===== src/design/v3au_pkg.sv =====
// v3au_pkg: shared types, constants and helpers of the 3d vector arithmetic unit
// no dependencies; imported by every module of the block

package v3au_pkg;

  localparam int WORD_BITS   = 32;
  localparam int FRAC_BITS   = 16;
  localparam int TOL_BITS    = 16;
  localparam int LANES       = 3;
  localparam int DIST_LANES  = 2;
  localparam int PROD_BITS   = 2 * WORD_BITS + 2;
  localparam int RAD_BITS    = 2 * WORD_BITS;
  localparam int ROOT_BITS   = WORD_BITS;
  localparam int NUM_BITS    = WORD_BITS + FRAC_BITS;
  localparam int SQRT_STAGES = ROOT_BITS;
  localparam int DIV_STAGES  = NUM_BITS;
  localparam int LATENCY     = SQRT_STAGES + DIV_STAGES + 4;
  localparam int ADDR_BITS   = 3;
  localparam int APB_BITS    = 32;

  typedef logic signed [WORD_BITS-1:0] word_t;
  typedef logic signed [PROD_BITS-1:0] prod_t;

  localparam word_t WORD_MAX = {1'b0, {(WORD_BITS-1){1'b1}}};
  localparam word_t WORD_MIN = {1'b1, {(WORD_BITS-1){1'b0}}};

  typedef enum logic [3:0] {
    OP_ADD    = 4'd0,
    OP_SUB    = 4'd1,
    OP_MUL    = 4'd2,
    OP_DIV    = 4'd3,
    OP_EQUAL  = 4'd4,
    OP_DIST   = 4'd5,
    OP_LENGTH = 4'd6,
    OP_DOT    = 4'd7,
    OP_CROSS  = 4'd8,
    OP_NORM   = 4'd9
  } op_t;

  typedef struct packed {
    logic [3:0] operation;
    word_t      a_x;
    word_t      a_y;
    word_t      a_z;
    word_t      b_x;
    word_t      b_y;
    word_t      b_z;
  } item_t;

  typedef struct packed {
    word_t r_x;
    word_t r_y;
    word_t r_z;
    word_t r_scalar;
    logic  is_equal;
    logic  overflowed;
    logic  divide_by_zero;
  } result_t;

  // merge stage output: scalar dot product, radicand and equality
  typedef struct packed {
    word_t               dot;
    logic                dot_ov;
    logic [RAD_BITS-1:0] rad;
    logic                rad_big;
    logic                eq;
  } mrg_t;

  // side data that rides along the root pipeline
  typedef struct packed {
    logic [3:0]        operation;
    word_t [LANES-1:0] a;
    word_t [LANES-1:0] b;
    word_t [LANES-1:0] vec;
    logic              vec_ov;
    word_t             dot;
    logic              dot_ov;
    logic              rad_big;
    logic              eq;
  } pre_t;

  // side data that rides along the divider pipeline
  typedef struct packed {
    logic              use_div;
    word_t [LANES-1:0] vec;
    word_t [LANES-1:0] spec;
    logic [LANES-1:0]  neg;
    logic [LANES-1:0]  zden;
    word_t             scalar;
    logic              ov;
    logic              eq;
    logic              dz;
  } post_t;

  function automatic word_t sat_prod(input prod_t v);
    if (v > prod_t'(WORD_MAX)) return WORD_MAX;
    if (v < prod_t'(WORD_MIN)) return WORD_MIN;
    return word_t'(v);
  endfunction

  function automatic logic ovf_prod(input prod_t v);
    return (v > prod_t'(WORD_MAX)) || (v < prod_t'(WORD_MIN));
  endfunction

  function automatic logic [WORD_BITS-1:0] mag_word(input word_t v);
    return v[WORD_BITS-1] ? WORD_BITS'(-v) : WORD_BITS'(v);
  endfunction

endpackage


===== src/design/v3au_merge.sv =====
// v3au_merge: combines the lane products into dot product, radicand and equality
// depends on v3au_pkg

module v3au_merge (
  input  logic            clk,
  input  logic [3:0]      operation,
  input  v3au_pkg::prod_t prod_x,
  input  v3au_pkg::prod_t prod_y,
  input  v3au_pkg::prod_t prod_z,
  input  logic            near_x,
  input  logic            near_y,
  input  logic            near_z,
  output v3au_pkg::mrg_t  mrg
);
  import v3au_pkg::*;

  localparam int SUM_BITS = PROD_BITS + 2;
  typedef logic signed [SUM_BITS-1:0] sum_t;

  sum_t  total, dot_sh;
  prod_t dot_p;

  always_comb begin
    total  = sum_t'(prod_x) + sum_t'(prod_y) + sum_t'(prod_z);
    dot_sh = total >>> FRAC_BITS;
    dot_p  = prod_t'(dot_sh);
  end

  always_ff @(posedge clk) begin
    mrg.dot     <= sat_prod(dot_p);
    mrg.dot_ov  <= ovf_prod(dot_p);
    mrg.rad     <= total[RAD_BITS-1:0];
    mrg.rad_big <= |total[SUM_BITS-1:RAD_BITS];
    mrg.eq      <= (operation == OP_EQUAL) && near_x && near_y && near_z;
  end

endmodule


===== config.mk =====
export PLATFORM = sky130hd
export DESIGN_NAME = v3au_merge
export DESIGN_NICKNAME = d
export VERILOG_FILES = /design/src/design/v3au_pkg.sv /design/src/design/v3au_merge.sv
export SDC_FILE = /design/constraint.sdc
export NUM_CORES = 1
export LEC_CHECK = 0
export BUFFER_PORTS_ARGS = -buffer_cell sky130_fd_sc_hd__buf_2
export CORE_UTILIZATION = 47
export CTS_BUF_LIST = sky130_fd_sc_hd__clkbuf_4
export DETAILED_ROUTE_END_ITERATION = 16
export PLACE_DENSITY = 0.76
export SETUP_SLACK_MARGIN = 0.5
export SKIP_CTS_REPAIR_TIMING = 1
export SLEW_MARGIN = 10
export SYNTH_ARGS = -nofsm -noshare
export SYNTH_HDL_FRONTEND = slang
export SYNTH_SLANG_ARGS = --single-unit

===== constraint.sdc =====
create_clock -name clk -period 5.7 [get_ports clk]
set_input_delay 0.57 -clock clk [delete_from_list [all_inputs] [get_ports clk]]
set_output_delay 0.57 -clock clk [all_outputs]
set_load 0.05 [all_outputs]

; Word level (Yosys, flattened, before mapping)
; Index checks and enable logic that the tools add are counted.
[word_totals]
register_bits = 99
inputBits = 206
output_inout_bits = 99
word_cells = 22
[op_classes]
add_sub_neg = 2
magnitude_cmp = 2
eq_ne = 1
muxes = 7
n_reduce_logical = 5
[ops]
columns = operator, count
row1 = $mux 32, 4
row2 = $add 67x66->68, 1
row3 = $add 66x66->67, 1
row4 = $gt 52x32->1 const B, 1
row5 = $lt 52x32->1 const B, 1
row6 = $eq 4x3->1 const B, 1
row7 = $reduce_or 4->1, 1
row8 = $logic_and 1x1->1, 3
row9 = $mux 1, 3
row10 = $logic_or 1x1->1, 1

; Depth between registers and ports, before layout
[depth]
word_depth = 7
ltp_mapped = 17
mapped_depth_nobuf = 16

; Least setup slack after synthesis
; OpenSTA, ideal clock, no wires.
[synth_path]
path_kind = input to register
startpoint = input port prod_x[1]
endpoint = register mrg[70] in the netlist's numbering
setup_time_ns = 0.138
t_arrival_ns = 4.463
t_required_ns = 5.562
setup_slack_ns = 1.099
cell_stages = 15
path_buffers = 1
path_cell_list = fa_1 > ha_1 > fa_1 > a21o_1 > a221oi_4 > nor3_2 > o21a_1 > o21a_1 > o2111a_1 > or3_4 > a2111oi_2 > nand4_1 > nor4b_4 > buf_6 > o22ai_1
[synth_via]
elab_chain_len = 7
elab_cells_between_ends = 10
classes_between = 2 x add/sub / 2 x order compare / 6 x mux
[synth_lines]
columns = item, line
row1 = "start, declared", v3au_merge.sv:7  ; input v3au_pkg::prod_t prod_x,
row2 = $add 66x66->67 *, v3au_merge.sv:24  ; total = sum_t'(prod_x) + sum_t'(prod_y) + sum_t'(prod_z);
row3 = $add 67x66->68 *, v3au_merge.sv:24
row4 = $lt 52x32->1, v3au_pkg.sv:97  ; if (v < prod_t'(WORD_MIN)) return WORD_MIN;
row5 = $mux 1 (2 in series), v3au_pkg.sv:97
row6 = $mux 32, v3au_pkg.sv:98  ; return word_t'(v);
row7 = $mux 32 *, v3au_pkg.sv:97
row8 = "end, declared", v3au_merge.sv:13  ; output v3au_pkg::mrg_t mrg
; Mark *: on every way between the ends. The rest lies on a longest branch, timed or not. The select of a mux whose other input is x is not followed.

; Final worst setup path
[layout_path]
startpoint = input port prod_x[1]
endpoint = register mrg[84] in the netlist's numbering
; The elaborated chain is that of the path after synthesis.

==> run summary <==
Row count = 48
Worst Min Path Start = operation[3]
I/O pin total = 305
Crit-path max FO = 32
EDFF count, synth = 0
First-pass GRT wire length = 42100 um
Max Slew Vio Count = 0
Final setup fails = 0
Power Dens Cells = 465 nW/um^2
Synth Area in Compound Gates = 0.221
Min-Delay Path Depth = 2
Largest Register = mrg
Main combinational cell family by area after synthesis = adder cells
Fin crit period = 4750 ps
Synth unique cells = 73
Syn_area_per_cell = 8.60 um^2
Pwr Total = 4.73 mW
Die Height = 136 um
Number of flip-flops in the largest register = 99
Detail-routed via count per cell = 5.85
Max Cap Viol = 0
Setup CP Type = input port to flip-flop
Pre-CTS setup slack = 551 ps
P_leak = 4.66 nW
Hold Fails Final Rpt = 0
Layout Nets = 1593
#FFs+latches synth = 99
Critical Path RT = 6020 ps
Seq pwr share = 0.233
Hold Path Class = input port to flip-flop
Status = completed
Peak VDD IR = 0.000418 V
Critical path, cell by cell = buf_2 > fa_1 > ha_1 > fa_1 > a21o_1 > a221oi_4 > nor3_2 > o21a_1 > o21a_1 > o2111a_1 > or3_4 > a2111oi_2 > nand4_1 > nor4b_4 > buf_4 > o22ai_1
Total CTS buffers = 9
Tcrit/Tclk final = 0.833
Crit. Startpoint = prod_x[1]
Dominant synthesized flop cell = dfxtp_1
DRT iter0 DRCs = 704
Ys async rst share = 0
Worst setup SP type = input port
Share of cells above drive strength 1 = 0.276
Post-synthesis net count = 1315
Number of fill cells = 1611
IO buf count = 304
Top flop regs = mrg x99
Synth Area in Simple Gates = 0.181
Synthesized-area fraction occupied by xor and xnor cells = 0.0522
Routed Antenna Nets = 0
Switching Share = 0.585
Internal power = 1.97 mW
Clock buffer depth = 2
Area grow syn2layout = 21.3%
WL final = 27400 um
Endpoint type of the worst setup path = flip-flop
Clock slew at reported path FFs = 160 ps
Cell Area, Synth = 8390 um^2
H-tree levels = 3
Buf/Inv on CP = 2
Portion of netlist area occupied by mux cells = 0.00373
Initial antenna violation count = 1
Worst slew pin tran = 745 ps
Stages on worst setup path = 16
Synth warn = 0
Routed wire per std cell = 18.4 um
Setup_tns = 0 ps
Hold slack = 263 ps
Clk pwr share = 0.075
Gate power share = 0.691
Die area = 18400 um^2
TritonRoute pass-1 iters = 5
DIE WIDTH = 136 um
# clock sinks = 99
Rel. slew slack = 0.499
Initial core utilization = 0.484
Mapped Cells = 976
Core Box Area = 17400 um^2
DP HPWL = 23600 um
RSZ-0062 raised after global routing = false
GRT overflow = 0
Post-synthesis adder-cell area fraction = 0.258
Vias in the first global route = 8065
Critical path's top delay family = compound AO/OA/AOI/OAI gates
CTS tree = done
Sequential fraction of the synthesis area = 0.236
Slowest CP cell = fa_1
Final worst setup slack = 954 ps
Via count = 8688
Worst endpoint data arrival time = 5070 ps
Detailed-route DRC error count = 0
Largest net degree at the start of global routing = 34
Fmax = 211 MHz
Worst path max stage delay = 470 ps
Psw = 2.77 mW
Final GP Congestion = 0.964
Tot GR Track Use = 0.295
CTS root buf = clkbuf_4
==> cells by family (layout without fill, tap and decap cells) <==
family / after synthesis / count (layout)
AOI/OAI and AO/OA: 296 / 296
xor gates and xnor gates: 50 / 50
muxes: 3 / 3
DFF: 99 / 99
buffers and inverters: 99 / 382
other: 0 / 1
and+or+nand+nor: 296 / 296
adders and majority gates: 133 / 133
==> synth_stat cells, types with 8 or more instances <==
library cell,number,share of area
o21bai_1,9,0.0080
o22ai_1,31,0.023
o31ai_1,8,0.0072
o21ai_0,66,0.039
nand4_1,31,0.023
ha_1,66,0.098
o211ai_1,9,0.0080
a21o_1,15,0.013
xor2_1,22,0.023
nand3_1,19,0.011
nor2_1,66,0.030
and3_1,12,0.0089
dfxtp_1,99,0.24
fa_1,67,0.16
and2_1,10,0.0075
nand2_1,81,0.036
clkbuf_1,34,0.015
inv_1,58,0.026
and4_1,9,0.0094
xnor2_1,28,0.029
o21a_1,11,0.0098
nor4_1,10,0.0075
a21oi_1,94,0.056
nor3_1,19,0.011
==> routing by layer <==
layer	vias to the layer above	global-route usage	wire length, um
li1	4085	-	-
met1	4067	0.417	12300
met2	500	0.484	12400
met3	36	0.0344	2290
met4	0	0.0537	371
met5	-	0	0
==> cells in the final DEF, fill, tap and decap left out, drive strengths merged, types with 7 or more instances in the layout <==
cell type  count
buf          308
dfxtp         99
a21oi         94
nand2         81
o21ai         69
fa            67
nor2          66
ha            66
inv           61
o22ai         32
nand4         31
xnor2         28
xor2          22
nor3          20
nand3         19
a21o          15
and3          14
o21a          11
and2          11
nor4          10
o21bai         9
o211ai         9
and4           9
clkbuf         9
o31ai          8
nand2b         7
a31oi          7
==> power by group through the flow <==
| stage | combinational (mW) | sequential [mW] | clock [mW] |
|---|---|---|---|
| floorplan | 1.21 | 2.23 | 0 |
| global placement | 3.21 | 1.12 | 0 |
| detailed placement | 3.22 | 1.13 | 0 |
| CTS | 3.23 | 1.11 | 0.359 |
| global route | 3.47 | 1.13 | 0.393 |
| finish | 3.27 | 1.10 | 0.357 |
==> final cells by class <==
type | count | area (um^2) | area share
Inverter | 58 | 218 | 0.0214
Antenna cell | 1 | 2.50 | 0.000246
Multi-Input combinational cell | 778 | 6020 | 0.591
Timing Repair Buffer | 308 | 1550 | 0.152
Tap cell | 225 | 282 | 0.0276
Clock inverter | 7 | 61.3 | 0.00602
Clock buffer | 9 | 67.6 | 0.00663
Sequential cell | 99 | 1980 | 0.195
==> per-stage QoR <==
stage / cells / instance area, um^2 / utilization
2_1_floorplan: 976 / 8390 / -
3_3_place_gp: 1468 / 10100 / 0.579
3_5_place_dp: 1468 / 10100 / 0.579
4_1_cts: 1484 / 10200 / 0.587
5_1_grt: 1485 / 10200 / 0.587
6_report: 1485 / 10200 / 0.587
==> worst paths after layout <==
kind / endpoint / slack [ps]
worst max-delay path: mrg[84]$_SDFF_PN1_ / 950
worst min-delay path: mrg[0]$_DFF_P_ / 260
Power figures use the tool's default switching activity.
