[src/design/v3au_pkg.sv]
// v3au_pkg: shared types, constants and helpers of the 3d vector arithmetic unit
// no dependencies; imported by every module of the block

package v3au_pkg;

  localparam int WORD_BITS   = 32;
  localparam int FRAC_BITS   = 16;
  localparam int TOL_BITS    = 16;
  localparam int LANES       = 3;
  localparam int DIST_LANES  = 2;
  localparam int PROD_BITS   = 2 * WORD_BITS + 2;
  localparam int RAD_BITS    = 2 * WORD_BITS;
  localparam int ROOT_BITS   = WORD_BITS;
  localparam int NUM_BITS    = WORD_BITS + FRAC_BITS;
  localparam int SQRT_STAGES = ROOT_BITS;
  localparam int DIV_STAGES  = NUM_BITS;
  localparam int LATENCY     = SQRT_STAGES + DIV_STAGES + 4;
  localparam int ADDR_BITS   = 3;
  localparam int APB_BITS    = 32;

  typedef logic signed [WORD_BITS-1:0] word_t;
  typedef logic signed [PROD_BITS-1:0] prod_t;

  localparam word_t WORD_MAX = {1'b0, {(WORD_BITS-1){1'b1}}};
  localparam word_t WORD_MIN = {1'b1, {(WORD_BITS-1){1'b0}}};

  typedef enum logic [3:0] {
    OP_ADD    = 4'd0,
    OP_SUB    = 4'd1,
    OP_MUL    = 4'd2,
    OP_DIV    = 4'd3,
    OP_EQUAL  = 4'd4,
    OP_DIST   = 4'd5,
    OP_LENGTH = 4'd6,
    OP_DOT    = 4'd7,
    OP_CROSS  = 4'd8,
    OP_NORM   = 4'd9
  } op_t;

  typedef struct packed {
    logic [3:0] operation;
    word_t      a_x;
    word_t      a_y;
    word_t      a_z;
    word_t      b_x;
    word_t      b_y;
    word_t      b_z;
  } item_t;

  typedef struct packed {
    word_t r_x;
    word_t r_y;
    word_t r_z;
    word_t r_scalar;
    logic  is_equal;
    logic  overflowed;
    logic  divide_by_zero;
  } result_t;

  // merge stage output: scalar dot product, radicand and equality
  typedef struct packed {
    word_t               dot;
    logic                dot_ov;
    logic [RAD_BITS-1:0] rad;
    logic                rad_big;
    logic                eq;
  } mrg_t;

  // side data that rides along the root pipeline
  typedef struct packed {
    logic [3:0]        operation;
    word_t [LANES-1:0] a;
    word_t [LANES-1:0] b;
    word_t [LANES-1:0] vec;
    logic              vec_ov;
    word_t             dot;
    logic              dot_ov;
    logic              rad_big;
    logic              eq;
  } pre_t;

  // side data that rides along the divider pipeline
  typedef struct packed {
    logic              use_div;
    word_t [LANES-1:0] vec;
    word_t [LANES-1:0] spec;
    logic [LANES-1:0]  neg;
    logic [LANES-1:0]  zden;
    word_t             scalar;
    logic              ov;
    logic              eq;
    logic              dz;
  } post_t;

  function automatic word_t sat_prod(input prod_t v);
    if (v > prod_t'(WORD_MAX)) return WORD_MAX;
    if (v < prod_t'(WORD_MIN)) return WORD_MIN;
    return word_t'(v);
  endfunction

  function automatic logic ovf_prod(input prod_t v);
    return (v > prod_t'(WORD_MAX)) || (v < prod_t'(WORD_MIN));
  endfunction

  function automatic logic [WORD_BITS-1:0] mag_word(input word_t v);
    return v[WORD_BITS-1] ? WORD_BITS'(-v) : WORD_BITS'(v);
  endfunction

endpackage

[src/design/v3au_sqrt.sv]
// v3au_sqrt: pipelined floor square root, one result bit per stage
// depends on v3au_pkg

module v3au_sqrt (
  input  logic                           clk,
  input  logic [v3au_pkg::RAD_BITS-1:0]  rad,
  output logic [v3au_pkg::ROOT_BITS-1:0] root
);
  import v3au_pkg::*;

  localparam int REM_BITS = ROOT_BITS + 2;

  logic [REM_BITS-1:0]  rem_q  [SQRT_STAGES];
  logic [ROOT_BITS-1:0] root_q [SQRT_STAGES];
  logic [RAD_BITS-1:0]  rest_q [SQRT_STAGES];

  for (genvar s = 0; s < SQRT_STAGES; s++) begin : g_stage
    logic [REM_BITS-1:0]  rem_in;
    logic [ROOT_BITS-1:0] root_in;
    logic [RAD_BITS-1:0]  rest_in;
    logic [REM_BITS+1:0]  cand, trial;

    if (s == 0) begin : g_first
      assign rem_in  = '0;
      assign root_in = '0;
      assign rest_in = rad;
    end else begin : g_next
      assign rem_in  = rem_q[s-1];
      assign root_in = root_q[s-1];
      assign rest_in = rest_q[s-1];
    end

    assign cand  = {rem_in, rest_in[RAD_BITS-1 -: 2]};
    assign trial = (REM_BITS+2)'({root_in, 2'b01});

    always_ff @(posedge clk) begin
      if (cand >= trial) begin
        rem_q[s]  <= REM_BITS'(cand - trial);
        root_q[s] <= {root_in[ROOT_BITS-2:0], 1'b1};
      end else begin
        rem_q[s]  <= REM_BITS'(cand);
        root_q[s] <= {root_in[ROOT_BITS-2:0], 1'b0};
      end
      rest_q[s] <= {rest_in[RAD_BITS-3:0], 2'b00};
    end
  end

  assign root = root_q[SQRT_STAGES-1];

endmodule

[config.mk]
export PLATFORM = sky130hd
export DESIGN_NAME = v3au_sqrt
export DESIGN_NICKNAME = d
export VERILOG_FILES = /design/src/design/v3au_pkg.sv /design/src/design/v3au_sqrt.sv
export SDC_FILE = /design/constraint.sdc
export NUM_CORES = 2
export LEC_CHECK = 0
export BUFFER_PORTS_ARGS = -buffer_cell sky130_fd_sc_hd__clkbuf_2
export CORE_ASPECT_RATIO = 0.6
export CORE_MARGIN = 2
export CORE_UTILIZATION = 50
export DETAILED_ROUTE_END_ITERATION = 10
export PLACE_DENSITY = 0.68
export RECOVER_POWER = 50
export SYNTH_ARGS = -nofsm -noshare
export SYNTH_HDL_FRONTEND = slang
export SYNTH_MEMORY_MAX_BITS = 65536
export SYNTH_SLANG_ARGS = --single-unit
[constraint.sdc]
create_clock -name clk -period 3.9 [get_ports clk]
set_input_delay 0.39 -clock clk [delete_from_list [all_inputs] [get_ports clk]]
set_output_delay 0.39 -clock clk [all_outputs]
set_load 0.02 [all_outputs]
* Word-level counts from Yosys, hierarchy flattened
Memory sizes are Yosys's and may differ from the RTL's.
Index checks and enable logic that the tools add are counted.
** Operators by class
- $add $sub $neg :: 32
- $mul :: 0
- Divide/modulo/power cells :: 0
- Magnitude comparators :: 32
- Eq/ne operators :: 0
- Shift-type cells :: 0
- Muxes and demuxes :: 160
- Bitwise gates (word level) :: 64
- Reduce and logical (&&, ||, !) cells :: 0
** Operator list (number)
- $ge 36x34->1 :: 31
- $mux 34 :: 32
- $sub 34x34->34 :: 31
- $mux 32 :: 32
- $mux 1 :: 96
- $or 1x1->1 :: 64
- $sub 2x1->3 const B :: 1
- $ge 2x1->1 const B :: 1
** Storage, ports and cells
- Register bits after elaboration :: 0
- Latch bits :: 0
- RAM bits :: 4096
- Memory bits (read-only) :: 0
- Word-level logic and storage cells :: 291
- Memories kept :: 3
** Memory list
- rest_q :: depth 32, bits a word 62, rd ports 31, clocked after memory_dff 0, write ports 32, RTL line v3au_sqrt.sv:15 : logic [RAD_BITS-1:0] rest_q [SQRT_STAGES];
- rem_q :: depth 32, bits a word 34, rd ports 31, clocked after memory_dff 0, write ports 32, RTL line v3au_sqrt.sv:13 : logic [REM_BITS-1:0] rem_q [SQRT_STAGES];
- root_q :: depth 32, bits a word 32, rd ports 32, clocked after memory_dff 0, write ports 32, RTL line v3au_sqrt.sv:14 : logic [ROOT_BITS-1:0] root_q [SQRT_STAGES];

* Depth between registers and ports, before layout
An unclocked memory read counts as a cell.
- Depth in word-level cells :: 5
- Gate-level depth with buffers :: 14
- Depth with buffers taken out :: 13

* Least setup slack after synthesis
Ideal clock, no wire load.
- Path kind :: reg2reg
- Start point :: memory rem_q[0][216] (netlist bit)
- End point :: memory rem_q[0][271] (netlist bit)
- Arrival time :: 3.539 ns
- Setup slack :: 0.233 ns
- Stages on the path, launching flop included :: 15
- Clock period less this slack :: 3.667 ns
- Cell sequence :: dfxtp_1 > or4_1 > buf_2 > or4b_4 > or4_1 > buf_2 > or3_1 > clkbuf_1 > or3_4 > a21oi_2 > inv_2 > nand4_2 > buf_6 > nor3_1 > xor2_1
** RTL lines (RTL line)
- start, declared :: v3au_sqrt.sv:13

==> flow_metrics.env <==
export IMPL_status="finished clean"
export IMPL_gp_congestion=0.968
export IMPL_ir_drop_mv=0.433
export IMPL_crit_path_start_kind="register"
export IMPL_finalCriticalPeriod_ns=3.79
export IMPL_antenna_left=0
export IMPL_rows=121
export IMPL_min_from="rad[53]"
export IMPL_drt_pass1_iter_count=6
export IMPL_pwr_share_comb=0.159
export IMPL_io_pins=97
export IMPL_internal_power_mw=48.5
export IMPL_synth_fp_nets=9720
export IMPL_syn_area_um2=92100
export IMPL_critPathCaptureType="register"
export IMPL_register_area_um2=50500
export IMPL_track_usage=0.223
export IMPL_r2r_end="rem_q[0][441]"
export IMPL_synth_top_area_frac=0.548
export IMPL_crit_arrival_ns=4.55
export IMPL_path_max_fanout=9
export IMPL_relSlewSlack=0.362
export IMPL_die_x_um=558
export IMPL_worstHoldPathType="primary input to register"
export IMPL_r2r_cells=11
export IMPL_grt_max_degree=56
export IMPL_cp_required_ns=4.66
export IMPL_ys_async_sr_fraction=0
export IMPL_multi_input_area_um2=38400
export IMPL_placed_cell_area_um2=95900
export IMPL_port_buffers=96
export IMPL_die_h_um=336
export IMPL_yosysSeqAreaShare=0.548
export IMPL_tightest_slew_ns=0.944
export IMPL_cts_sinks=2523
export IMPL_finish_net_count=10000
export IMPL_max_cap_violations=0
export IMPL_pwr_share_seq=0.494
export IMPL_final_max_slew_viol_count=0
export IMPL_avgSynthCellArea_um2=10.1
export IMPL_post_place_ws_ns=-0.0576
export IMPL_initial_core_util=0.506
export IMPL_grt_pass1_wl_um=336000
export IMPL_gr_total_overflow=0
export IMPL_antenna_found_initial=18
export IMPL_tritoncts="built"
export IMPL_finClkSkew_ns=0.0768
export IMPL_drc_errors=0
export IMPL_path_cells="inv_1, ha_1, nand4_1, nor4_2, nand4_1, nor4_4, nor4b_1, nor3b_2, or3_1, nor4bb_1, xor2_1"
export IMPL_p_leak_nw=48.5
export IMPL_switching_share=0.285
export IMPL_min_to="rest_q[0][53]"
export IMPL_ys_ff_latch=2523
export IMPL_synth_most_common_cell="dfxtp_1"
export IMPL_layout_drive_gt1_share=0.0768
export IMPL_clk_path_buf_depth=4
export IMPL_layout_setup_ws_ns=0.110
export IMPL_ys_top_cells_by_count="dfxtp_1, inv_1, nand2_1, ha_1, o21ai_0"
export IMPL_synthTopCellsByArea="dfxtp_1, ha_1, xor2_1, xnor2_1, o21ai_0"
export IMPL_slowest_stage="or3_1"
export IMPL_wirelength_um=213000
export IMPL_placedCellCount=11600
export IMPL_r2r_start="root_q[0][358]"
export IMPL_first_iter_violations=6320
export IMPL_cts_buffers=224
export IMPL_yosysTopAreaCell="dfxtp_1"
export IMPL_final_cells=12000
export IMPL_clkLatencyLatePin_ns=0.88
export IMPL_synth_distinct_cells=84
export IMPL_period_share=0.972
export IMPL_setup_viol=0
export IMPL_cpMostUsedCell="nand4_1"
export IMPL_finalHoldViolations=0
export IMPL_p_clk_frac=0.347
export IMPL_vias=64500
export IMPL_coreArea_um2=182000
export IMPL_path_clk_slew_ns=0.07
export IMPL_vias_per_cell=5.36
export IMPL_cts_htree_levels=4
export IMPL_cp_buffers_inverters=1
export IMPL_p_sw_mw=19.3
export IMPL_synth_edff_count=0
export IMPL_crit_type="register to register"
export IMPL_syn_inst=9093
export IMPL_grt_pass1_vias=60300
export IMPL_cpPeakStageDelay_ns=0.54
export IMPL_fmax_mhz=264
export IMPL_design_area_um2=105000
export IMPL_fin_util=0.574
export IMPL_syn_to_final_growth_pct=13.6
export IMPL_filler_cell_count=15500
export IMPL_hpwl_um=163000
export IMPL_crit_family="simple AND/OR/NAND/NOR gates"
export IMPL_holdPathStages=2
export IMPL_yosys_warnings=0
export IMPL_ys_flop_type="dfxtp_1"
export IMPL_cts_root_buf="clkbuf_16"
export IMPL_power_density_nw_per_um2=648
export IMPL_wl_per_cell_um=17.7
export IMPL_power_mw=67.8
export IMPL_rrSetupSlack_ns=0.11
export IMPL_dieArea_um2=188000
[state kept, by name (all words and copies together), names as in the netlist]
signal  flops
rem_q    1003
rest_q    992
root_q    528
[layout by cell type (no fill, tap or decap), types with 65 or more instances in the layout]
master	netlist	layout
dfxtp_1	2523	2523
inv_1	703	703
nand2_1	703	703
ha_1	562	562
o21ai_0	536	536
a21oi_1	528	525
nor2_1	498	496
xor2_1	465	465
xnor2_1	377	377
nor3_1	233	229
clkbuf_16	0	225
a21o_1	210	210
nor4_1	144	142
nand3_1	122	122
or3_1	98	98
nand2b_1	94	94
o21a_1	91	91
buf_4	0	91
nand4_1	88	88
clkbuf_2	0	88
nor2b_1	77	77
or4_1	67	67
dlygate4sd3_1	0	65
[cell type report]
cell class                 instances  area share
antenna                            4   0.0000957
multi-input combinational       5683       0.367
sequential                      2523       0.483
clock inverter                   109      0.0153
clock buffer                     299      0.0608
tap                             2460      0.0294
timing repair buffer             260      0.0188
inverter                         707      0.0254
[power by group through the flow]
stage | registers, mW | clock network (mW) | logic, mW
4_1_cts | 33.4 | 24.0 | 10.6
5_1_grt | 33.9 | 25.1 | 12.0
6_report | 33.5 | 23.5 | 10.8
2_1_floorplan | 32.5 | 0 | 8.05
3_3_place_gp | 33.9 | 0 | 10.2
3_5_place_dp | 33.9 | 0 | 10.5
[cell families after synthesis]
| logic type | after synthesis | synth area share |
|---|---|---|
| AOI/OAI and AO/OA | 1831 | 0.122 |
| xor gates and xnor gates | 842 | 0.0801 |
| adders and majority gates | 562 | 0.0764 |
| buffers and inverters | 887 | 0.0363 |
| DFF | 2523 | 0.548 |
| muxes | 71 | 0.00852 |
| other | 1 | 0.0000407 |
| and+or+nand+nor | 2376 | 0.128 |
[worst max path at each step]
stage / start / to / slack, ns / cells past startpoint
4_1_cts: root_q[0][358] / rem_q[0][439] / 0.02 / 11
3_3_place_gp: root_q[0][358] / rem_q[0][441] / 0.08 / 11
5_1_grt: root_q[0][358] / rem_q[0][441] / -0.01 / 11
6_report: root_q[0][358] / rem_q[0][441] / 0.11 / 11
2_1_floorplan: rem_q[0][216] / rem_q[0][271] / 0.23 / 14
3_5_place_dp: root_q[0][358] / rem_q[0][439] / -0.06 / 11
[worst reg2reg max path: cells and delay by family, from the launching register on]
| kind | cells | cell delay [ns] |
|---|---|---|
| flip-flops | 1 | 0.38 |
| AND/OR/NAND/NOR | 8 | 2.64 |
| XOR/XNOR | 1 | 0.20 |
| buffers and inverters | 1 | 0.06 |
| adder cells (fa/ha/maj) | 1 | 0.39 |
[metal layers]
layer / vias to the layer above / wire length [um] / part of all wire / track usage
li1: 31800 / - / - / -
met3: 303 / 17100 / 0.080 / 0.0451
met5: - / 78 / 0.00037 / 0.00203
met4: 6 / 3460 / 0.016 / 0.0447
met1: 30300 / 114000 / 0.53 / 0.366
met2: 2147 / 78600 / 0.37 / 0.291
[through the flow]
| step | hold slack (ns) | TNS, ns |
|---|---|---|
| detailed placement | 0.312 | -0.0576 |
| CTS | 0.0668 | 0 |
| global placement | 0.310 | 0 |
| global route | 0.104 | -0.0140 |
| floorplan | 0.310 | 0 |
| finish | 0.133 | 0 |
[what timing repair did]
action | 4_1_cts | 5_1_grt
setup endpoints to repair | 9 | 31
hold buffers | 65 | 0
pin swaps | 0 | 1
cloned | 0 | 0
endpoints found under the hold margin | 65 | 0
buffers inserted | 0 | 2
gates resized for setup | 1 | 9
(Power assumes the default switching activity.)
